`src/hw/rtl/slus_pkg.sv`:
```
// Shared types, codes and constant tables for the segment LCD update sequencer.
// Depends on nothing; every RTL file of the block imports it.
`default_nettype none

package slus_pkg;

	localparam int NUM_SLOTS = 7;

	typedef logic [2:0] slus_slot_t;

	// Shadow slots, one per display address
	localparam slus_slot_t S03 = 3'd0;
	localparam slus_slot_t S06 = 3'd1;
	localparam slus_slot_t S07 = 3'd2;
	localparam slus_slot_t S0A = 3'd3;
	localparam slus_slot_t S0B = 3'd4;
	localparam slus_slot_t S0E = 3'd5;
	localparam slus_slot_t S0F = 3'd6;

	// Command codes
	localparam logic [2:0] CMD_INIT    = 3'd0;
	localparam logic [2:0] CMD_NUMBER  = 3'd1;
	localparam logic [2:0] CMD_WIND    = 3'd2;
	localparam logic [2:0] CMD_CHANNEL = 3'd3;
	localparam logic [2:0] CMD_ICON    = 3'd4;
	localparam logic [2:0] CMD_FAN     = 3'd5;

	// Icon codes used by name
	localparam logic [3:0] ICON_FAN_CENTRE = 4'd6;
	localparam logic [3:0] ICON_LEAF1      = 4'd7;
	localparam logic [3:0] ICON_LEAF2      = 4'd8;
	localparam logic [3:0] ICON_LAST       = 4'd8;

	// Controller command bytes and masks
	localparam logic [7:0] MODE_BYTE         = 8'h00;
	localparam logic [7:0] FIXED_ADDR_BYTE   = 8'h44;
	localparam logic [7:0] DISPLAY_ON_BYTE   = 8'h93;
	localparam logic [7:0] WIND_KEEP_MASK    = 8'h30;
	localparam logic [7:0] CHANNEL_KEEP_MASK = 8'h80;

	localparam logic [7:0] WIND_MAX    = 8'd6;
	localparam logic [7:0] CHANNEL_MAX = 8'd7;

	// Init run layout: two command bytes, seven zeroed addresses, display on
	localparam logic [3:0] INIT_IDX_MODE   = 4'd0;
	localparam logic [3:0] INIT_IDX_FIXED  = 4'd1;
	localparam logic [3:0] INIT_FIRST_PAIR = 4'd2;
	localparam logic [3:0] INIT_LAST_IDX   = 4'd9;

	// Job kinds
	localparam logic JOB_LIST = 1'b0;
	localparam logic JOB_INIT = 1'b1;

	typedef struct packed {
		logic [2:0] cmd;
		logic [7:0] value;
		logic [3:0] icon_select;
		logic       icon_on;
		logic       fan_enabled;
		logic [2:0] fan_speed;
		logic       fan_phase;
	} slus_in_t;

	// One queued command: either the fixed init run or a list of up to four writes
	typedef struct packed {
		logic            kind;
		logic [1:0]      cnt_m1;
		logic [3:0][7:0] addr;
		logic [3:0][7:0] data;
	} slus_job_t;

	typedef struct packed {
		logic full;
		logic empty;
	} slus_fifo_stat_t;

	function automatic logic [7:0] addr_of(input slus_slot_t s);
		logic [7:0] a;
		unique case (s)
			S03:     a = 8'hc3;
			S06:     a = 8'hc6;
			S07:     a = 8'hc7;
			S0A:     a = 8'hca;
			S0B:     a = 8'hcb;
			S0E:     a = 8'hce;
			S0F:     a = 8'hcf;
			default: a = 8'hcf;
		endcase
		return a;
	endfunction

	function automatic logic [7:0] seg_digit(input logic [3:0] d);
		logic [7:0] p;
		unique case (d)
			4'd0:    p = 8'hF5;
			4'd1:    p = 8'h05;
			4'd2:    p = 8'hD3;
			4'd3:    p = 8'h97;
			4'd4:    p = 8'h27;
			4'd5:    p = 8'hB6;
			4'd6:    p = 8'hF6;
			4'd7:    p = 8'h15;
			4'd8:    p = 8'hF7;
			4'd9:    p = 8'hB7;
			default: p = 8'h00;
		endcase
		return p;
	endfunction

	function automatic logic [7:0] wind_bar(input logic [2:0] lvl);
		logic [7:0] p;
		unique case (lvl)
			3'd0:    p = 8'h00;
			3'd1:    p = 8'h40;
			3'd2:    p = 8'hc0;
			3'd3:    p = 8'hc8;
			3'd4:    p = 8'hcc;
			3'd5:    p = 8'hce;
			3'd6:    p = 8'hcf;
			default: p = 8'h00;
		endcase
		return p;
	endfunction

	function automatic logic [2:0] ch_lo(input logic [2:0] ch);
		logic [2:0] p;
		unique case (ch)
			3'd0:    p = 3'h0;
			3'd1:    p = 3'h4;
			3'd2:    p = 3'h2;
			3'd3:    p = 3'h1;
			3'd4:    p = 3'h6;
			3'd5:    p = 3'h3;
			3'd6:    p = 3'h5;
			default: p = 3'h7;
		endcase
		return p;
	endfunction

	function automatic slus_slot_t icon_slot(input logic [3:0] sel);
		slus_slot_t s;
		unique case (sel)
			4'd0:    s = S0E;
			4'd1:    s = S03;
			4'd2:    s = S03;
			4'd3:    s = S03;
			4'd4:    s = S03;
			4'd5:    s = S06;
			4'd6:    s = S0F;
			4'd7:    s = S0E;
			4'd8:    s = S0F;
			default: s = S03;
		endcase
		return s;
	endfunction

	function automatic logic [7:0] icon_bit(input logic [3:0] sel);
		logic [7:0] b;
		unique case (sel)
			4'd0:    b = 8'h08;
			4'd1:    b = 8'h10;
			4'd2:    b = 8'h20;
			4'd3:    b = 8'h40;
			4'd4:    b = 8'h80;
			4'd5:    b = 8'h08;
			4'd6:    b = 8'h20;
			4'd7:    b = 8'h10;
			4'd8:    b = 8'h10;
			default: b = 8'h00;
		endcase
		return b;
	endfunction

endpackage

`default_nettype wire

```
`src/hw/rtl/segment_lcd_update_sequencer.sv`:
```
// Path: an accepted request is queued in the job queue, and the write sequencer then loads its
// first write into the output register, which drives the master side.
// Throughput: one request per cycle while the job queue has room; one write per cycle out
// while the master side is ready; a command's run is 1 to 10 writes (init has 10).
// Reset (arst_n low, asynchronous): clears the shadow bytes, empties the job queue and the
// output register; no clearing pass is needed afterwards.
`default_nettype none

module segment_lcd_update_sequencer
	import slus_pkg::*;
#(
	parameter int FIFO_DEPTH = 4
) (
	input  wire logic        clk,
	input  wire logic        arst_n,

	input  wire logic        s_axis_tvalid,
	output logic             s_axis_tready,
	// [7:0] value, [11:8] icon_select, [12] icon_on, [13] fan_enabled,
	// [16:14] fan_speed, [17] fan_phase, [23:18] zero
	input  wire logic [23:0] s_axis_tdata,
	// [2:0] cmd
	input  wire logic [2:0]  s_axis_tuser,

	output logic             m_axis_tvalid,
	input  wire logic        m_axis_tready,
	// [7:0] lead_byte, [15:8] data_byte
	output logic [15:0]      m_axis_tdata,
	// [0] has_data
	output logic             m_axis_tuser,
	output logic             m_axis_tlast
);

	slus_in_t        in_req;
	slus_job_t       push_job, head;
	slus_fifo_stat_t stat;
	logic            push, pop;
	logic [7:0]      out_lead, out_data;

	// Unpack the request fields from the slave side
	assign in_req.cmd         = s_axis_tuser;
	assign in_req.value       = s_axis_tdata[7:0];
	assign in_req.icon_select = s_axis_tdata[11:8];
	assign in_req.icon_on     = s_axis_tdata[12];
	assign in_req.fan_enabled = s_axis_tdata[13];
	assign in_req.fan_speed   = s_axis_tdata[16:14];
	assign in_req.fan_phase   = s_axis_tdata[17];

	// Front end: decode each request, update the shadow bytes at once so the next
	// request sees them, and queue the resulting write list. Ignored codes queue nothing.
	slus_front u_front (
		.clk      (clk),
		.arst_n   (arst_n),
		.in_valid (s_axis_tvalid),
		.in_ready (s_axis_tready),
		.in_req   (in_req),
		.stat     (stat),
		.push     (push),
		.push_job (push_job)
	);

	// Job queue: lets the front keep taking requests while the back drains writes
	slus_fifo #(
		.DEPTH (FIFO_DEPTH)
	) u_fifo (
		.clk      (clk),
		.arst_n   (arst_n),
		.push     (push),
		.push_job (push_job),
		.pop      (pop),
		.head     (head),
		.stat     (stat)
	);

	// Back end: walk each job one write per cycle, while the output register is free, into it
	slus_back u_back (
		.clk          (clk),
		.arst_n       (arst_n),
		.head         (head),
		.stat         (stat),
		.pop          (pop),
		.out_valid    (m_axis_tvalid),
		.out_ready    (m_axis_tready),
		.out_lead     (out_lead),
		.out_has_data (m_axis_tuser),
		.out_data     (out_data),
		.out_last     (m_axis_tlast)
	);

	assign m_axis_tdata = {out_data, out_lead};

`ifndef SYNTH
	// Never queue a job into a full queue
	a_no_overflow: assert property (@(posedge clk) disable iff (!arst_n)
		push |-> !stat.full)
		else $error("job pushed into full queue");

	// Never take a job from an empty queue
	a_no_underflow: assert property (@(posedge clk) disable iff (!arst_n)
		pop |-> !stat.empty)
		else $error("job popped from empty queue");

	// A lone command byte carries a zero data byte
	a_cmd_zero_data: assert property (@(posedge clk) disable iff (!arst_n)
		(m_axis_tvalid && !m_axis_tuser) |-> (m_axis_tdata[15:8] == 8'h00))
		else $error("command byte with nonzero data");

	// Every address write targets a display address
	a_addr_range: assert property (@(posedge clk) disable iff (!arst_n)
		(m_axis_tvalid && m_axis_tuser) |-> (m_axis_tdata[7:6] == 2'b11))
		else $error("address write outside display range");
`endif

endmodule

`default_nettype wire

```
`src/hw/rtl/slus_front.sv`:
```
// Front end: accepts display commands, updates the shadow bytes and builds a job.
// Depends on slus_pkg.
`default_nettype none

module slus_front
	import slus_pkg::*;
(
	input  wire logic            clk,
	input  wire logic            arst_n,
	input  wire logic            in_valid,
	output logic                 in_ready,
	input  wire slus_in_t        in_req,
	input  wire slus_fifo_stat_t stat,
	output logic                 push,
	output slus_job_t            push_job
);

	logic [7:0] shadow_q [NUM_SLOTS];
	logic [7:0] shadow_d [NUM_SLOTS];
	logic       job_valid;
	logic       accept;

	// number decode
	logic [1:0]  hund;
	logic [7:0]  hund100;
	logic [7:0]  rem8;
	logic [6:0]  rem;
	logic [14:0] rem_prod;
	logic [3:0]  tens;
	logic [6:0]  tens10;
	logic [6:0]  ones7;
	logic [7:0]  hund_pat, tens_pat, ones_pat;

	// other commands
	logic [7:0] wind_v;
	logic [2:0] ch_p;
	logic [7:0] ch_e, ch_b;
	slus_slot_t ic_slot;
	logic [7:0] ic_bit, ic_v;
	logic       leaf1, leaf2;
	logic [7:0] fan_f1, fan_e, fan_f2;

	assign in_ready = !stat.full;
	assign accept   = in_valid && in_ready;
	assign push     = accept && job_valid;

	always_comb begin
		hund     = (in_req.value >= 8'd200) ? 2'd2 : ((in_req.value >= 8'd100) ? 2'd1 : 2'd0);
		hund100  = (hund == 2'd2) ? 8'd200 : ((hund == 2'd1) ? 8'd100 : 8'd0);
		rem8     = in_req.value - hund100;
		rem      = rem8[6:0];
		// divide by ten through the reciprocal 205/2048, exact below 1029
		rem_prod = {8'b0, rem} * 15'd205;
		tens     = rem_prod[14:11];
		tens10   = {tens[3:0], 3'b000} + {2'b00, tens, 1'b0};
		ones7    = rem - tens10;
		hund_pat = seg_digit({2'b00, hund});
		tens_pat = seg_digit(tens);
		ones_pat = seg_digit(ones7[3:0]);
	end

	always_comb begin
		wind_v  = (shadow_q[S0F] & WIND_KEEP_MASK)
			| ((in_req.value <= WIND_MAX) ? wind_bar(in_req.value[2:0]) : 8'h00);
		ch_p    = (in_req.value <= CHANNEL_MAX) ? ch_lo(in_req.value[2:0]) : 3'h0;
		ch_e    = (shadow_q[S0E] & CHANNEL_KEEP_MASK) | {5'b0, ch_p};
		ch_b    = {1'b0, ch_p, 4'b0000};
		ic_slot = icon_slot(in_req.icon_select);
		ic_bit  = icon_bit(in_req.icon_select);
		ic_v    = in_req.icon_on ? (shadow_q[ic_slot] | ic_bit)
			: (shadow_q[ic_slot] & ~ic_bit);
		leaf1   = 1'b1;
		leaf2   = 1'b0;
		if (in_req.fan_enabled && in_req.fan_speed != 3'd0) begin
			leaf1 = in_req.fan_phase;
			leaf2 = !in_req.fan_phase;
		end
		fan_f1  = shadow_q[S0F] | icon_bit(ICON_FAN_CENTRE);
		fan_e   = leaf1 ? (shadow_q[S0E] | icon_bit(ICON_LEAF1))
			: (shadow_q[S0E] & ~icon_bit(ICON_LEAF1));
		fan_f2  = leaf2 ? (fan_f1 | icon_bit(ICON_LEAF2)) : (fan_f1 & ~icon_bit(ICON_LEAF2));
	end

	always_comb begin
		shadow_d  = shadow_q;
		job_valid = 1'b0;
		push_job  = '0;
		unique case (in_req.cmd)
			CMD_INIT: begin
				job_valid     = 1'b1;
				push_job.kind = JOB_INIT;
			end
			CMD_NUMBER: begin
				shadow_d[S0B]    = {4'h0, hund_pat[7:4]};
				shadow_d[S0A]    = hund_pat;
				shadow_d[S07]    = tens_pat;
				shadow_d[S06]    = ones_pat;
				job_valid        = 1'b1;
				push_job.kind    = JOB_LIST;
				push_job.cnt_m1  = 2'd3;
				push_job.addr[0] = addr_of(S0B);
				push_job.addr[1] = addr_of(S0A);
				push_job.addr[2] = addr_of(S07);
				push_job.addr[3] = addr_of(S06);
				// blank the leading digits on the glass
				push_job.data[0] = (in_req.value < 8'd100) ? 8'h00 : {4'h0, hund_pat[7:4]};
				push_job.data[1] = (in_req.value < 8'd100) ? 8'h00 : hund_pat;
				push_job.data[2] = (in_req.value < 8'd10) ? 8'h00 : tens_pat;
				push_job.data[3] = ones_pat;
			end
			CMD_WIND: begin
				shadow_d[S0F]    = wind_v;
				job_valid        = 1'b1;
				push_job.addr[0] = addr_of(S0F);
				push_job.data[0] = wind_v;
			end
			CMD_CHANNEL: begin
				shadow_d[S0E]    = ch_e;
				shadow_d[S0B]    = ch_b;
				job_valid        = 1'b1;
				push_job.cnt_m1  = 2'd1;
				push_job.addr[0] = addr_of(S0E);
				push_job.data[0] = ch_e;
				push_job.addr[1] = addr_of(S0B);
				push_job.data[1] = ch_b;
			end
			CMD_ICON: begin
				if (in_req.icon_select <= ICON_LAST) begin
					shadow_d[ic_slot] = ic_v;
					job_valid         = 1'b1;
					push_job.addr[0]  = addr_of(ic_slot);
					push_job.data[0]  = ic_v;
				end
			end
			CMD_FAN: begin
				shadow_d[S0F]    = fan_f2;
				shadow_d[S0E]    = fan_e;
				job_valid        = 1'b1;
				push_job.cnt_m1  = 2'd2;
				push_job.addr[0] = addr_of(S0F);
				push_job.data[0] = fan_f1;
				push_job.addr[1] = addr_of(S0E);
				push_job.data[1] = fan_e;
				push_job.addr[2] = addr_of(S0F);
				push_job.data[2] = fan_f2;
			end
			default: begin
				job_valid = 1'b0;
			end
		endcase
	end

	always_ff @(posedge clk or negedge arst_n) begin
		if (!arst_n) begin
			for (int i = 0; i < NUM_SLOTS; i++) begin
				shadow_q[i] <= 8'h00;
			end
		end else if (accept) begin
			shadow_q <= shadow_d;
		end
	end

endmodule

`default_nettype wire

```
`src/hw/rtl/slus_fifo.sv`:
```
// Short job queue between the front end and the write sequencer.
// Depends on slus_pkg.
`default_nettype none

module slus_fifo
	import slus_pkg::*;
#(
	parameter int DEPTH = 4
) (
	input  wire logic       clk,
	input  wire logic       arst_n,
	input  wire logic       push,
	input  wire slus_job_t  push_job,
	input  wire logic       pop,
	output slus_job_t       head,
	output slus_fifo_stat_t stat
);

	localparam int PTR_W = (DEPTH > 1) ? $clog2(DEPTH) : 1;
	localparam int CNT_W = $clog2(DEPTH + 1);

	slus_job_t  mem_q [DEPTH];
	logic [PTR_W-1:0] wr_ptr_q, rd_ptr_q;
	logic [CNT_W-1:0] count_q;

	function automatic logic [PTR_W-1:0] ptr_next(input logic [PTR_W-1:0] p);
		return (p == PTR_W'(DEPTH - 1)) ? '0 : p + 1'b1;
	endfunction

	assign head       = mem_q[rd_ptr_q];
	assign stat.full  = (count_q == CNT_W'(DEPTH));
	assign stat.empty = (count_q == '0);

	always_ff @(posedge clk) begin
		if (push) begin
			mem_q[wr_ptr_q] <= push_job;
		end
	end

	always_ff @(posedge clk or negedge arst_n) begin
		if (!arst_n) begin
			wr_ptr_q <= '0;
			rd_ptr_q <= '0;
			count_q  <= '0;
		end else begin
			if (push) begin
				wr_ptr_q <= ptr_next(wr_ptr_q);
			end
			if (pop) begin
				rd_ptr_q <= ptr_next(rd_ptr_q);
			end
			if (push && !pop) begin
				count_q <= count_q + 1'b1;
			end else if (pop && !push) begin
				count_q <= count_q - 1'b1;
			end
		end
	end

endmodule

`default_nettype wire

```
`src/hw/rtl/slus_back.sv`:
```
// Write sequencer: expands queued jobs into controller writes behind an output register.
// Depends on slus_pkg.
`default_nettype none

module slus_back
	import slus_pkg::*;
(
	input  wire logic            clk,
	input  wire logic            arst_n,
	input  wire slus_job_t       head,
	input  wire slus_fifo_stat_t stat,
	output logic                 pop,
	output logic                 out_valid,
	input  wire logic            out_ready,
	output logic [7:0]           out_lead,
	output logic                 out_has_data,
	output logic [7:0]           out_data,
	output logic                 out_last
);

	slus_job_t  cur_job_q;
	logic       cur_valid_q;
	logic [3:0] idx_q;

	logic       out_valid_q;
	logic [7:0] out_lead_q, out_data_q;
	logic       out_has_q, out_last_q;

	slus_job_t  src_job;
	logic [3:0] src_idx;
	logic       src_valid;
	logic [3:0] pair_idx4;
	logic [7:0] w_lead, w_data;
	logic       w_has, w_last;
	logic       slot_free, adv;

	assign src_job   = cur_valid_q ? cur_job_q : head;
	assign src_idx   = cur_valid_q ? idx_q : '0;
	assign src_valid = cur_valid_q || !stat.empty;
	assign pair_idx4 = src_idx - INIT_FIRST_PAIR;
	assign slot_free = !out_valid_q || out_ready;
	assign adv       = src_valid && slot_free;
	assign pop       = adv && !cur_valid_q;

	always_comb begin
		w_lead = 8'h00;
		w_data = 8'h00;
		w_has  = 1'b0;
		w_last = 1'b0;
		if (src_job.kind == JOB_INIT) begin
			priority if (src_idx == INIT_IDX_MODE) begin
				w_lead = MODE_BYTE;
			end else if (src_idx == INIT_IDX_FIXED) begin
				w_lead = FIXED_ADDR_BYTE;
			end else if (src_idx == INIT_LAST_IDX) begin
				w_lead = DISPLAY_ON_BYTE;
				w_last = 1'b1;
			end else begin
				// clear one display address
				w_lead = addr_of(pair_idx4[2:0]);
				w_has  = 1'b1;
			end
		end else begin
			w_lead = src_job.addr[src_idx[1:0]];
			w_data = src_job.data[src_idx[1:0]];
			w_has  = 1'b1;
			w_last = (src_idx[1:0] == src_job.cnt_m1);
		end
	end

	always_ff @(posedge clk or negedge arst_n) begin
		if (!arst_n) begin
			cur_valid_q <= 1'b0;
			idx_q       <= '0;
			out_valid_q <= 1'b0;
		end else begin
			if (adv) begin
				cur_valid_q <= !w_last;
				idx_q       <= src_idx + 1'b1;
			end
			if (slot_free) begin
				out_valid_q <= src_valid;
			end
		end
	end

	always_ff @(posedge clk) begin
		if (adv) begin
			cur_job_q  <= src_job;
			out_lead_q <= w_lead;
			out_data_q <= w_data;
			out_has_q  <= w_has;
			out_last_q <= w_last;
		end
	end

	assign out_valid    = out_valid_q;
	assign out_lead     = out_lead_q;
	assign out_has_data = out_has_q;
	assign out_data     = out_data_q;
	assign out_last     = out_last_q;

endmodule

`default_nettype wire

```
`config.mk`:
```
export PLATFORM = sky130hd
export DESIGN_NAME = segment_lcd_update_sequencer
export DESIGN_NICKNAME = d
export VERILOG_FILES = /design/src/hw/rtl/slus_pkg.sv /design/src/hw/rtl/segment_lcd_update_sequencer.sv /design/src/hw/rtl/slus_front.sv /design/src/hw/rtl/slus_fifo.sv /design/src/hw/rtl/slus_back.sv
export SDC_FILE = /design/constraint.sdc
export NUM_CORES = 1
export LEC_CHECK = 0
export ABC_AREA = 0
export BUFFER_PORTS_ARGS = -buffer_cell sky130_fd_sc_hd__buf_2
export CAP_MARGIN = 30
export CORE_ASPECT_RATIO = 0.6
export CORE_MARGIN = 10
export CORE_UTILIZATION = 40
export CTS_CLUSTER_DIAMETER = 80
export CTS_CLUSTER_SIZE = 25
export DETAILED_ROUTE_END_ITERATION = 12
export PLACE_DENSITY = 0.54
export RECOVER_POWER = 100
export SYNTH_ARGS = -nofsm -noshare
export SYNTH_HDL_FRONTEND = slang
export SYNTH_SLANG_ARGS = --single-unit
```
`constraint.sdc`:
```
create_clock -name clk -period 3.85 [get_ports clk]
set_input_delay 0.1925 -clock clk [delete_from_list [all_inputs] [get_ports clk]]
set_output_delay 0.1925 -clock clk [all_outputs]
set_load 0.05 [all_outputs]
```
======== Yosys cells after proc, flatten, opt, wreduce, memory -nomap -nowiden ========
Memory sizes are Yosys's and may differ from the RTL's.
Index checks and enable logic that the tools add are counted.
storage, ports and cells
  bits in read-only memories .............. 352
  memories kept ........................... 5
  logic and storage cells ................. 194
  bits in writable memories ............... 268
  bits of input ports ..................... 31
  bits in registers ....................... 154
operators by class
  order comparisons ....................... 10
  equality and inequality tests ........... 31
  multiply operators ...................... 1
  mux-type cells .......................... 67
  reductions and logical operators ........ 38
  bitwise operators ....................... 6
  $add $sub $neg .......................... 9
memory list
  name             words  bits a word  rd ports  clocked after memory_dff  wr ports  RTL line         source
  u_fifo.mem_q     4      67           1         0                         1         slus_fifo.sv:22  slus_job_t mem_q [DEPTH];
  (no name shown)  16     7            1         0                         0         slus_pkg.sv:94   unique case (d)
  (no name shown)  16     7            1         0                         0         slus_pkg.sv:94
  (no name shown)  16     5            1         0                         0         slus_pkg.sv:159  unique case (sel)
  (no name shown)  16     3            1         0                         0         slus_pkg.sv:142  unique case (sel)
operators by type and width
  kind                                                  count
  2-to-1 mux 8 bit                                      17
  one-hot mux 8 bit (3 select lines)                    5
  2-to-1 mux 67 bit                                     1
  one-hot mux 8 bit (4 select lines)                    2
  bitwise mux 56 bit                                    1
  2-to-1 mux 48 bit                                     1
  one-hot mux 24 bit (2 select lines)                   1
  one-hot mux 4 bit (6 select lines)                    2
  one-hot mux 8 bit (6 select lines)                    1
  one-hot mux 8 bit (5 select lines)                    1
  binary-select mux 8 bit (select 2 bit)                2
  one-hot mux 8 bit (2 select lines)                    2
  equality test 3 bit (second input constant)           10
  binary-select mux 8 bit (select 3 bit)                1
  demux 8 bit (select 3 bit)                            1
  equality test 3 x 2 -> 1 bit (second input constant)  8
  one-hot mux 3 bit (7 select lines)                    1
  <= comparator 8 x 3 -> 1 bit (second input constant)  2
  logical NOT 3 bit                                     5
  multiplier 7 x 8 -> 15 bit (second input constant)    1
  AND reduction 3 bit                                   5
  2-to-1 mux 1 bit                                      14
  2-to-1 mux 7 bit                                      2
  equality test 3 x 1 -> 1 bit (second input constant)  4
  other kinds (43)                                      72

======== Depth between registers and ports, before layout ========
Gate-level depths: netlist of the first run.
An unclocked memory read counts as a cell.
  word-level depth ........................ 12
  gate-level depth with buffers ........... 28
  gate-level depth less buffers ........... 27

======== By module ========
From an unflattened synthesis of the first run, not the netlist that was laid out.
unflattened totals
  cells, all modules ...................... 1309
  area total of the unflattened synthesis .. 19263.5 µm²
by module, submodules not included
  module      area each (µm²)  cells an instance  sequential area each (µm²)  instances
  slus_fifo   10090.9          388                8222.9                      1
  slus_front  4663.2           603                850.8                       1
  slus_back   4509.3           318                2702.6                      1

======== Least setup slack after synthesis of the first run ========
OpenSTA, ideal clock, no wires.
  kind .................................... in2reg
  from .................................... input port s_axis_tdata[2]
  to ...................................... memory u_fifo.mem_q[0][30] (netlist name), data pin
  arrival ................................. 6.195 ns
  cell stages on the path ................. 23
  required time ........................... 3.683 ns
  library setup time ...................... 0.167 ns
  slack ................................... -2.512 ns
  cells stage by stage .................... or3_1 > a31oi_1 > nor2_1 > ha_1 > fa_1 > nand2b_1 > a21oi_1 > xnor2_1 > ha_1 > ha_1 > fa_1 > inv_1 > fa_1 > inv_1 > ha_1 > o41a_1 > a211oi_2 > xnor2_1 > ha_1 > a21oi_1 > xnor3_2 > mux2_4 > nor2_1
RTL lines
  what         RTL line                            source
  from (decl)  segment_lcd_update_sequencer.sv:21  input wire logic [23:0] s_axis_tdata,
  to (decl)    slus_fifo.sv:22

==> reports/qor.txt, run 1 <==
outcome -> complete, but fails checks
failing checks -> capacitance limit, slew limit, setup timing
setup ws final -> -1.78 ns
Final Critical Period -> 5.63 ns
largest net degree at the start of global routing -> 58
H-tree depth -> 1
average size of a mapped cell -> 13.1 um2
multi-input logic area -> 0.00640 mm2
Die Span Y -> 170 um
CTS sink cnt -> 299
P per Cell Area -> 1020 mW/mm2
Max Clk Rate -> 178 MHz
worst hold slack -> 0.116 ns
area of the die -> 0.0459 mm2
crit path DAT -> 5.98 ns
sequential element share of the synthesized area -> 58.3%
LEAKAGE -> 6.59 nW
Post-Syn Nets -> 1249
prevailing post-synth register cell -> edfxtp_1
GRT overflow -> 0
worst path required time -> 4.20 ns
Final Routed Wirelength -> 39900 um
global route hottest layer -> met1
R2R Setup Slk -> -0.23 ns
launch point of the worst reg-to-reg path -> u_back.cur_valid_q
diodes inserted -> 0
Worst Setup EP -> u_fifo.mem_q[3][30]
Peak VDD IR -> 0.000891 V
Worst R2R End -> u_back.out_has_data
Crit. End Element -> flip-flop
fin. max-slew vios -> 116
critical path class -> input port to flip-flop
Worst-Margin Slew -> 2.05 ns
FF/Latch Area -> 0.00875 mm2
Synth Cell Area -> 0.0150 mm2
top cell type's share of synthesized area -> 50.6%
FFs w/ async S/R, synth -> 15.4%
clk_lat worst skew -> 0.52 ns
Max-slew headroom -> -36.7%
FF-to-FF path depth -> 6
first-pass GRT wire length -> 61400 um
I/O pins -> 51
skew final -> 0.0199 ns
vias in the first global route -> 9822
Syn Inst Count -> 1148
fin crit share -> 146%
Final Total Pwr -> 18.0 mW
CP Max Fanout -> 7
share of layout cells above drive strength 1 -> 26.7%
HPWL after DPL -> 28100 um
Initial DRT Pass Iterations -> 5
DR vias -> 9986
Post-synth EDFFs -> 253
vias per cell -> 5.57
Yosys cell types -> 73
clock buffer depth -> 3
Yosys Warn Count -> 0
initial antenna violation count -> 0
met2 Usage GRT -> 22.9%
routed length per instance -> 22.2 um
met1 usage -> 27.8%
Min-Delay Path Class -> input port to flip-flop
GRT Total Usage -> 17.2%
CTS clk-pin slew, worst paths -> 0.09 ns
Util after Layout -> 48.2%
Fin. Hold Viols -> 0
top cells by area, synth -> edfxtp_1 (51%), dfrtp_1 (7.7%), mux4_2 (6.6%), ha_1 (5.0%), mux2_2 (3.7%)
area of the core -> 0.0367 mm2
Fillers -> 3261
Layout Nets -> 1382
starting density of the core -> 40.9%
total CTS buffers -> 15
area grow syn2layout -> 17.8%
Post-Place Worst Slack -> -2.65 ns
Yosys reg bits -> 299
MaxCap Viol Count -> 3
DRT iter0 DRCs -> 1046
GR Util met3 -> 4.03%
largest area contributor in the synthesized netlist -> edfxtp_1
port bufs -> 44
routability cong. -> 0.949
DRC viols -> 0
CTS tree -> yes
root cell of the clock tree -> clkbuf_16
startpoint types -> input port
crit path launch -> s_axis_tdata[2]
Rows -> 54
RSZ-0062 raised after global routing -> yes
die width -> 270 um
Final setup viols -> 67
antenna viol nets, final -> 0
[worst min path at each step]
| stage | endpoint | slack, ns | cells past startpoint | startpoint |
|---|---|---|---|---|
| 3_3_place_gp | u_fifo.count_q[1] | 0.11 | 1 | arst_n |
| 5_1_grt | u_fifo.mem_q[3][66] | 0.10 | 2 | s_axis_tuser[0] |
| 6_report | u_fifo.mem_q[3][66] | 0.12 | 2 | s_axis_tuser[0] |
| 2_1_floorplan | u_back.cur_valid_q | -0.10 | 0 | arst_n |
| 4_1_cts | u_back.idx_q[0] | 0.09 | 2 | arst_n |
| 3_5_place_dp | u_fifo.count_q[1] | 0.12 | 1 | arst_n |
[power breakdown]
| part | internal, mW | total, mW | switching (mW) |
|---|---|---|---|
| Clock | 0.750 | 1.75 | 1.00 |
| Sequential | 4.73 | 5.18 | 0.455 |
| Combinational | 5.26 | 11.1 | 5.85 |
| Total | 10.7 | 18.0 | 7.30 |
[layout by cell type (no fill, tap or decap), types with 10 or more instances in the layout]
cell | netlist | layout
ha_1 | 60 | 47
nand2b_1 | 21 | 20
ha_4 | 0 | 12
o21ai_2 | 1 | 10
buf_6 | 0 | 19
buf_2 | 5 | 19
mux2_1 | 0 | 10
clkbuf_16 | 0 | 15
nor3_1 | 17 | 15
o22ai_1 | 10 | 10
nor2_1 | 66 | 55
inv_1 | 56 | 50
a21o_1 | 13 | 12
a21oi_1 | 56 | 48
o221ai_1 | 12 | 10
and2_0 | 0 | 13
dfrtp_1 | 46 | 45
clkbuf_1 | 50 | 47
o211ai_1 | 12 | 12
mux4_2 | 44 | 44
nand2_1 | 118 | 115
o21ai_0 | 55 | 43
nand3_1 | 13 | 12
mux2_2 | 49 | 39
edfxtp_1 | 253 | 253
buf_4 | 0 | 93
[cell type report]
type	instances	area share, %
clock buffer	25	2.34
clock inverter	1	0.0496
inverter	59	1.26
multi-input combinational	727	36.2
sequential	299	49.5
tap	504	3.57
timing repair buffer	179	7.07
[cell usage after synthesis (3+ instances only)]
cell type / n
a21o_1: 13
a21oi_1: 56
a221o_1: 3
a221oi_1: 5
a22o_1: 10
a22oi_1: 6
a311oi_1: 7
a31oi_1: 8
and2_1: 23
and3_1: 4
buf_1: 8
buf_2: 5
clkbuf_1: 50
dfrtp_1: 46
edfxtp_1: 253
fa_1: 10
ha_1: 60
inv_1: 56
mux2_2: 49
mux2i_1: 11
mux4_2: 44
nand2_1: 118
nand2b_1: 21
nand3_1: 13
nor2_1: 66
nor2b_1: 7
nor3_1: 17
nor4_1: 4
o2111ai_1: 3
o211ai_1: 12
o21ai_0: 55
o221ai_1: 12
o22ai_1: 10
o311ai_0: 3
o31ai_1: 6
o41ai_1: 3
or2_2: 6
or3_1: 4
xnor2_1: 9
xor2_1: 8
[sequential cells by signal, summed over array words and instances, names as in the netlist, 3 cells and up]
| register | cells |
|---|---|
| u_front.fan_f1 | 7 |
| u_back.out_lead | 8 |
| u_back.out_data | 8 |
| u_fifo.count_q | 3 |
| u_fifo.mem_q | 168 |
| u_front.shadow_q | 26 |
| u_back.cur_job_q | 67 |
| u_back.idx_q | 4 |
[through the flow]
step | cell area (um2) | std cells | TNS (ns)
3_5_place_dp | 16700 | 1752 | -148.58
5_1_grt | 17700 | 1794 | -118.83
3_3_place_gp | 16700 | 1752 | -145.09
4_1_cts | 17600 | 1787 | -96.82
2_1_floorplan | 15100 | 1148 | -112.18
6_report | 17700 | 1794 | -102.83
[what timing repair did]
item,4_1_cts,5_1_grt
resized for setup,78,40
pin swaps,53,43
endpoints found under the hold margin,13,0
buffers inserted,10,9
endpoints found under the setup margin,63,63
hold buffers,3,0
[critical path, cell delays in order]
cell      delay [ns]
buf_6           0.09
or3_4           0.39
a31oi_4         0.18
nor2_4          0.07
ha_4            0.16
fa_2            0.34
nand2b_1        0.10
a21oi_2         0.07
xnor2_2         0.26
ha_4            0.26
ha_4            0.21
fa_1            0.51
inv_2           0.04
fa_1            0.51
inv_2           0.04
ha_4            0.16
buf_6           0.11
o41a_1          0.42
a211oi_4        0.34
xnor2_2         0.19
ha_4            0.20
xnor2_4         0.12
xnor3_2         0.49
mux2_4          0.37
nor2_4          0.15
[cells by family (layout without fill, tap and decap cells)]
group / Yosys count / in the layout / share of synthesized area [%]
flops: 299 / 299 / 58.3
simple gates: 292 / 292 / 9.01
buf+inv: 122 / 264 / 3.09
compound gates: 241 / 241 / 10.8
fa+ha+maj: 70 / 70 / 6.34
mux: 105 / 105 / 11.1
xor+xnor: 19 / 19 / 1.33
[per-layer routing]
metal  routed length (um)  vias up
met5                    0        -
met4                  407        0
met3                 3410       32
met2                15400      344
met1                20600     5012
li1                     -     4598
Power figures use the tool's default switching activity.
==> inputs of run 2 (changes only) <==
--- a/config.mk
+++ b/config.mk
@@ -18,4 +18,5 @@
 export RECOVER_POWER = 100
 export SYNTH_ARGS = -nofsm -noshare
 export SYNTH_HDL_FRONTEND = slang
+export SYNTH_HIERARCHICAL = 1
 export SYNTH_SLANG_ARGS = --single-unit
==> reports/qor.txt, run 2 <==
outcome -> complete, but fails checks
failing checks -> capacitance limit, slew limit, setup timing
area of the core -> 0.0477 mm2 (+30%)
Crit. End Element -> flip-flop
FF-to-FF path depth -> 8 (+2)
FFs w/ async S/R, synth -> 11.8% (-3.6 points)
Yosys Warn Count -> 6 (+6)
share of layout cells above drive strength 1 -> 30.4% (+3.8 points)
die width -> 303 um (+12%)
hold depth -> 4 (+2)
Die Span Y -> 190 um (+12%)
DRT iter0 DRCs -> 1124 (+7.5%)
Rows -> 62 (+15%)
Syn Inst Count -> 1309 (+14%)
RSZ-0062 raised after global routing -> yes
Worst-Margin Slew -> 1.98 ns (-0.0740 ns)
Max Clk Rate -> 178 MHz (-0.10%)
most frequent CP cell -> ha_4
most frequent cells in the layout -> edfxtp_1 (353), nand2_1 (130), buf_4 (99), mux4_2 (79), mux2_2 (63)
antenna viol nets, final -> 0 (unchanged)
I/O pins -> 51 (unchanged)
crit path DAT -> 6.02 ns (+0.04 ns)
first-pass GRT wire length -> 71600 um (+17%)
prevailing post-synth register cell -> edfxtp_1
Final Critical Period -> 5.63 ns (+0.00585 ns)
Yosys reg bits -> 400 (+34%)
R2R Setup Slk -> -0.07 ns (+0.16 ns)
Initial DRT Pass Iterations -> 5 (unchanged)
fin. max-slew vios -> 77 (-34%)
most numerous cell in the Yosys netlist -> edfxtp_1
final cell count without fillers -> 2086 (+16%)
root cell of the clock tree -> clkbuf_16
initial antenna violation count -> 1 (+1)
top cell type's share of synthesized area -> 55.0% (+4.4 points)
setup ws final -> -1.78 ns (-0.00585 ns)
largest area contributor in the synthesized netlist -> edfxtp_1
launch point of the worst reg-to-reg path -> u_back/cur_valid_q
CTS sink cnt -> 400 (+34%)
crit-path max cell delay -> 0.49 ns (-0.02 ns)
startpoint types -> input port
CTS clk-pin slew, worst paths -> 0.10 ns (about the same)
critical path's slowest cell -> fa_1
vias in the first global route -> 11500 (+17%)
GRT overflow -> 0 (unchanged)
hold endpoint -> u_front/shadow_q[55]
routability cong. -> 0.907 (-4.5%)
top cells by area, synth -> edfxtp_1 (55%), mux4_2 (9.2%), dfrtp_1 (6.1%), ha_1 (3.7%), mux2_2 (3.7%)
Max-slew headroom -> -31.8% (+4.9 points)
Cells after DPL -> 2024 (+16%)
vias per cell -> 5.53 (-0.70%)
Regs by FF count -> u_fifo/mem_q x268, u_back/cur_job_q x67, u_front/shadow_q x27
Synth Cell Area -> 0.0193 mm2 (+28%)
total CTS buffers -> 20 (+5)
fin crit share -> 146% (+0.15 points)
Worst R2R End -> u_fifo/count_q[1]
most common cell after layout, fill and taps aside -> edfxtp_1
routed length per instance -> 22.6 um (+1.9%)
starting density of the core -> 40.4% (-0.52 points)
H-tree depth -> 1 (unchanged)
area of the die -> 0.0576 mm2 (+26%)
top cells by count, synth -> edfxtp_1 (353), nand2_1 (138), mux4_2 (79)
area grow syn2layout -> 16.0%
diodes inserted -> 0 (unchanged)
Final Routed Wirelength -> 47200 um (+18%)
Util after Layout -> 46.8% (-1.3 points)
largest net degree at the start of global routing -> 73 (+26%)
CTS tree -> yes
Post-synth EDFFs -> 353 (+40%)
Layout Nets -> 1530 (+11%)
sequential element share of the synthesized area -> 61.1% (+2.8 points)
register name with the most flops -> u_fifo/mem_q
setup TNS -> -100.01 ns (+2.82 ns)
skew final -> 0.0209 ns (+0.000989 ns)
clk_lat worst skew -> 0.54 ns (+0.02 ns)
MaxCap Viol Count -> 2 (-1)
clock buffer depth -> 3 (unchanged)
GRT Total Usage -> 16.1% (-1.0 points)
CP Max Fanout -> 4 (-3)
worst path required time -> 4.24 ns (+0.04 ns)
DRC viols -> 0 (unchanged)
Yosys cell types -> 82 (+12%)
port bufs -> 44 (unchanged)
Fin. Hold Viols -> 0 (unchanged)
Final setup viols -> 80 (+19%)
Post-Place Worst Slack -> -2.76 ns (-0.115 ns)
DR vias -> 11500 (+15%)
max reg flops -> 268 (+60%)
critical path class -> input port to flip-flop
Min-Delay Path Class -> input port to flip-flop
average size of a mapped cell -> 14.7 um2 (+13%)
Min-Delay Startpoint -> s_axis_tdata[12]
HPWL after DPL -> 31600 um (+12%)
## run 2: logic make-up after synthesis
family | count (synthesis) | share of synthesized area [%]
AOI/OAI and AO/OA | 208 | 7.29
xor gates and xnor gates | 27 | 1.46
adders and majority gates | 67 | 4.74
buffers and inverters | 155 | 4.21
DFF | 400 | 61.1
muxes | 166 | 14.2
other | 1 | 0.0195
and+or+nand+nor | 285 | 6.90
## run 2: layout make-up
class,instances,area (um2)
multi-input cells,764,7550
fillers,4182,25400
well taps,640,801
flip-flops and latches,400,11800
inverters,62,239
clock buffers,33,571
clock inverters,3,28.8
repair buffers,184,1370
## run 2: metal layers
layer	GRT usage, %	wire [um]	vias up
li1	-	-	5200
met1	25.5	23500	5933
met2	23.0	20000	354
met3	2.66	3040	43
met4	2.84	665	0
met5	0	0	-
## run 2: how the worst max path moves through the flow
stage | start | endpoint
2_1_floorplan | s_axis_tdata[2] | u_fifo/mem_q[0][29]
3_3_place_gp | s_axis_tdata[2] | u_fifo/mem_q[2][25]
3_5_place_dp | s_axis_tdata[2] | u_fifo/mem_q[3][25]
4_1_cts | s_axis_tdata[4] | u_fifo/mem_q[2][26]
5_1_grt | s_axis_tdata[3] | u_fifo/mem_q[3][30]
6_report | s_axis_tdata[3] | u_fifo/mem_q[2][30]
## run 2: what timing repair did
item / CTS / global route
pin swaps: 50 / 64
endpoints found under the setup margin: 63 / 63
gates resized for setup: 103 / 60
hold buffers: 2 / 0
setup buffers: 22 / 17
hold endpoints to repair: 30 / 0
## run 2: stage by stage
step	instance area [um2]	hold WS, ns
after floorplan	19400	-0.103
after global placement	20800	0.286
after detailed placement	20800	0.282
after CTS	22100	0.0862
after global routing	22300	0.121
final	22300	0.120
## run 2: worst max-delay path, delay by kind of cell
kind,cells,cell delay [ns]
AO/OA/AOI/OAI,7,0.98
XOR/XNOR,4,0.82
adder cells (fa/ha/maj),8,2.38
buffers and inverters,5,0.38
AND/OR/NAND/NOR,6,1.27
Power of run 2 is not shown: default switching activity piles up to over one toggle a cycle in this logic, so the estimate is an artifact.
==> inputs of run 3 (changes only) <==
--- a/config.mk
+++ b/config.mk
@@ -14,9 +14,7 @@
 export CTS_CLUSTER_DIAMETER = 80
 export CTS_CLUSTER_SIZE = 25
 export DETAILED_ROUTE_END_ITERATION = 12
-export PLACE_DENSITY = 0.54
 export RECOVER_POWER = 100
 export SYNTH_ARGS = -nofsm -noshare
 export SYNTH_HDL_FRONTEND = slang
-export SYNTH_HIERARCHICAL = 1
 export SYNTH_SLANG_ARGS = --single-unit
==> reports/qor.txt, run 3 (synthesized netlist as in run 1, its figures left out) <==
outcome -> complete, but fails checks
failing checks -> capacitance limit, slew limit, setup timing
Final Routed Wirelength -> 38600 um (-18%)
area grow syn2layout -> 17.1%
port bufs -> 44 (unchanged)
Final setup viols -> 65 (-19%)
crit path DAT -> 5.86 ns (-0.16 ns)
LEAKAGE -> 6.55 nW
max reg flops -> 168 (-37%)
Cells after DPL -> 1748 (-14%)
most common cell after layout, fill and taps aside -> edfxtp_1
starting density of the core -> 40.9% (+0.52 points)
Post-Place Worst Slack -> -2.47 ns (+0.289 ns)
Util after Layout -> 47.9% (+1.1 points)
GRT Total Usage -> 16.7% (+0.53 points)
register name with the most flops -> u_fifo.mem_q
startpoint types -> input port
Worst-Margin Slew -> 2.42 ns (+0.442 ns)
most frequent cells in the layout -> edfxtp_1 (253), nand2_1 (117), buf_4 (100), nor2_1 (57)
largest net degree at the start of global routing -> 87 (+19%)
GRT overflow -> 0 (unchanged)
Min-Delay Startpoint -> s_axis_tuser[0]
vias in the first global route -> 9646 (-16%)
hold endpoint -> u_fifo.mem_q[1][66]
Max-slew headroom -> -61.2% (-29 points)
fin. max-slew vios -> 87 (+13%)
final cell count without fillers -> 1791 (-14%)
H-tree depth -> 1 (unchanged)
Min-Delay Path Class -> input port to flip-flop
Peak VDD IR -> 0.000705 V
setup ws final -> -1.66 ns (+0.119 ns)
clock buffer depth -> 3 (unchanged)
FF-to-FF path depth -> 7 (-1)
CTS tree -> yes
worst path required time -> 4.20 ns (-0.04 ns)
Final Total Pwr -> 17.6 mW
initial antenna violation count -> 2 (+1)
P per Cell Area -> 1000 mW/mm2
Max Clk Rate -> 181 MHz (+2.2%)
vias per cell -> 5.56 (+0.53%)
root cell of the clock tree -> clkbuf_16
hold depth -> 2 (-2)
antenna viol nets, final -> 0 (unchanged)
Initial DRT Pass Iterations -> 7 (+2)
most frequent CP cell -> ha_4
MaxCap Viol Count -> 2 (unchanged)
Fin. Hold Viols -> 0 (unchanged)
Worst R2R End -> u_back.out_lead[3]
area of the die -> 0.0459 mm2 (-20%)
launch point of the worst reg-to-reg path -> u_back.cur_valid_q
total CTS buffers -> 15 (-25%)
clk_lat worst skew -> 0.52 ns (-0.02 ns)
die width -> 270 um (-11%)
critical path class -> input port to flip-flop
Final Critical Period -> 5.51 ns (-0.119 ns)
fin crit share -> 143% (-3.1 points)
Die Span Y -> 170 um (-11%)
routed length per instance -> 21.6 um (-4.7%)
CTS clk-pin slew, worst paths -> 0.10 ns (about the same)
crit-path max cell delay -> 0.49 ns (about the same)
DRC viols -> 0 (unchanged)
DR vias -> 9952 (-14%)
Crit. End Element -> flip-flop
CP Max Fanout -> 7 (+3)
share of layout cells above drive strength 1 -> 25.9% (-4.5 points)
first-pass GRT wire length -> 59800 um (-16%)
CP Cell Sequence -> buf_6, or3_4, a31oi_4, nor2_4, ha_4, fa_2, nand2b_1, a21oi_2, xnor2_2, ha_1, ha_4, fa_1, inv_1, fa_1, inv_2, ha_4, o41a_1, a211oi_4, xnor2_2, ha_4, a21oi_2, xnor3_2, mux2_4, nor2_4
DRT iter0 DRCs -> 1080 (-3.9%)
setup TNS -> -96.07 ns (+3.95 ns)
skew final -> 0.0196 ns (-0.00129 ns)
routability cong. -> 0.957 (+5.6%)
HPWL after DPL -> 27600 um (-13%)
critical path's slowest cell -> fa_1
area of the core -> 0.0367 mm2 (-23%)
I/O pins -> 51 (unchanged)
R2R Setup Slk -> -0.36 ns (-0.29 ns)
CTS sink cnt -> 299 (-25%)
Rows -> 54 (-13%)
RSZ-0062 raised after global routing -> yes
Layout Nets -> 1378 (-9.9%)
Regs by FF count -> u_fifo.mem_q x168, u_back.cur_job_q x67, u_front.shadow_q x26
[run 3: report_power, final]
| part | internal (mW) | switching, mW | leakage [nW] |
|---|---|---|---|
| Combinational | 4.98 | 5.63 | 3.36 |
| Clock | 0.750 | 1.00 | 0.201 |
| Sequential | 4.73 | 0.482 | 2.98 |
[run 3: worst max-delay path by stage]
stage	startpoint	to	slack, ns	depth (start not counted)
finish	s_axis_tdata[3]	u_fifo.mem_q[3][30]	-1.66	24
detailed placement	s_axis_tdata[2]	u_fifo.mem_q[0][24]	-2.47	24
CTS	s_axis_tdata[3]	u_fifo.mem_q[1][30]	-1.64	24
global route	s_axis_tdata[3]	u_fifo.mem_q[0][30]	-1.78	24
floorplan	s_axis_tdata[2]	u_fifo.mem_q[0][30]	-2.12	21
global placement	s_axis_tdata[2]	u_fifo.mem_q[0][20]	-2.36	27
[run 3: layout make-up]
cell class / count / area [um2]
diodes: 1 / 2.50
clock buffers: 25 / 413
clock inverters: 1 / 8.76
fillers: 3255 / 19100
inverters: 59 / 223
multi-input cells: 727 / 6390
flip-flops and latches: 299 / 8750
well taps: 504 / 631
repair buffers: 175 / 1160
[run 3: per-layer routing]
metal | vias up | part of all wire [%] | global-route usage (%)
li1 | 4583 | - | -
met1 | 4966 | 51 | 27.1
met2 | 372 | 39 | 22.1
met3 | 29 | 9.1 | 3.86
met4 | 2 | 0.90 | 2.17
met5 | - | 0.023 | 0
[run 3: critical path, delay by kind of cell]
kind / cells / cell delay, ns
fa+ha+maj: 8 / 2.47
compound gates: 5 / 1.15
xor+xnor: 3 / 0.80
simple gates: 4 / 0.70
mux: 1 / 0.37
buf+inv: 3 / 0.19
[run 3: through the flow]
stage | cell area (um2) | hold slack [ns]
finish | 17600 | 0.0884
global route | 17600 | 0.0929
CTS | 17500 | 0.0714
detailed placement | 16600 | 0.141
global placement | 16600 | 0.138
floorplan | 15100 | -0.103
[run 3: repair_timing]
action	4_1_cts	5_1_grt
endpoints found under the hold margin	13	0
setup buffers	11	5
resized for setup	71	32
hold buffers	3	0
pin swaps	44	19
endpoints found under the setup margin	63	63
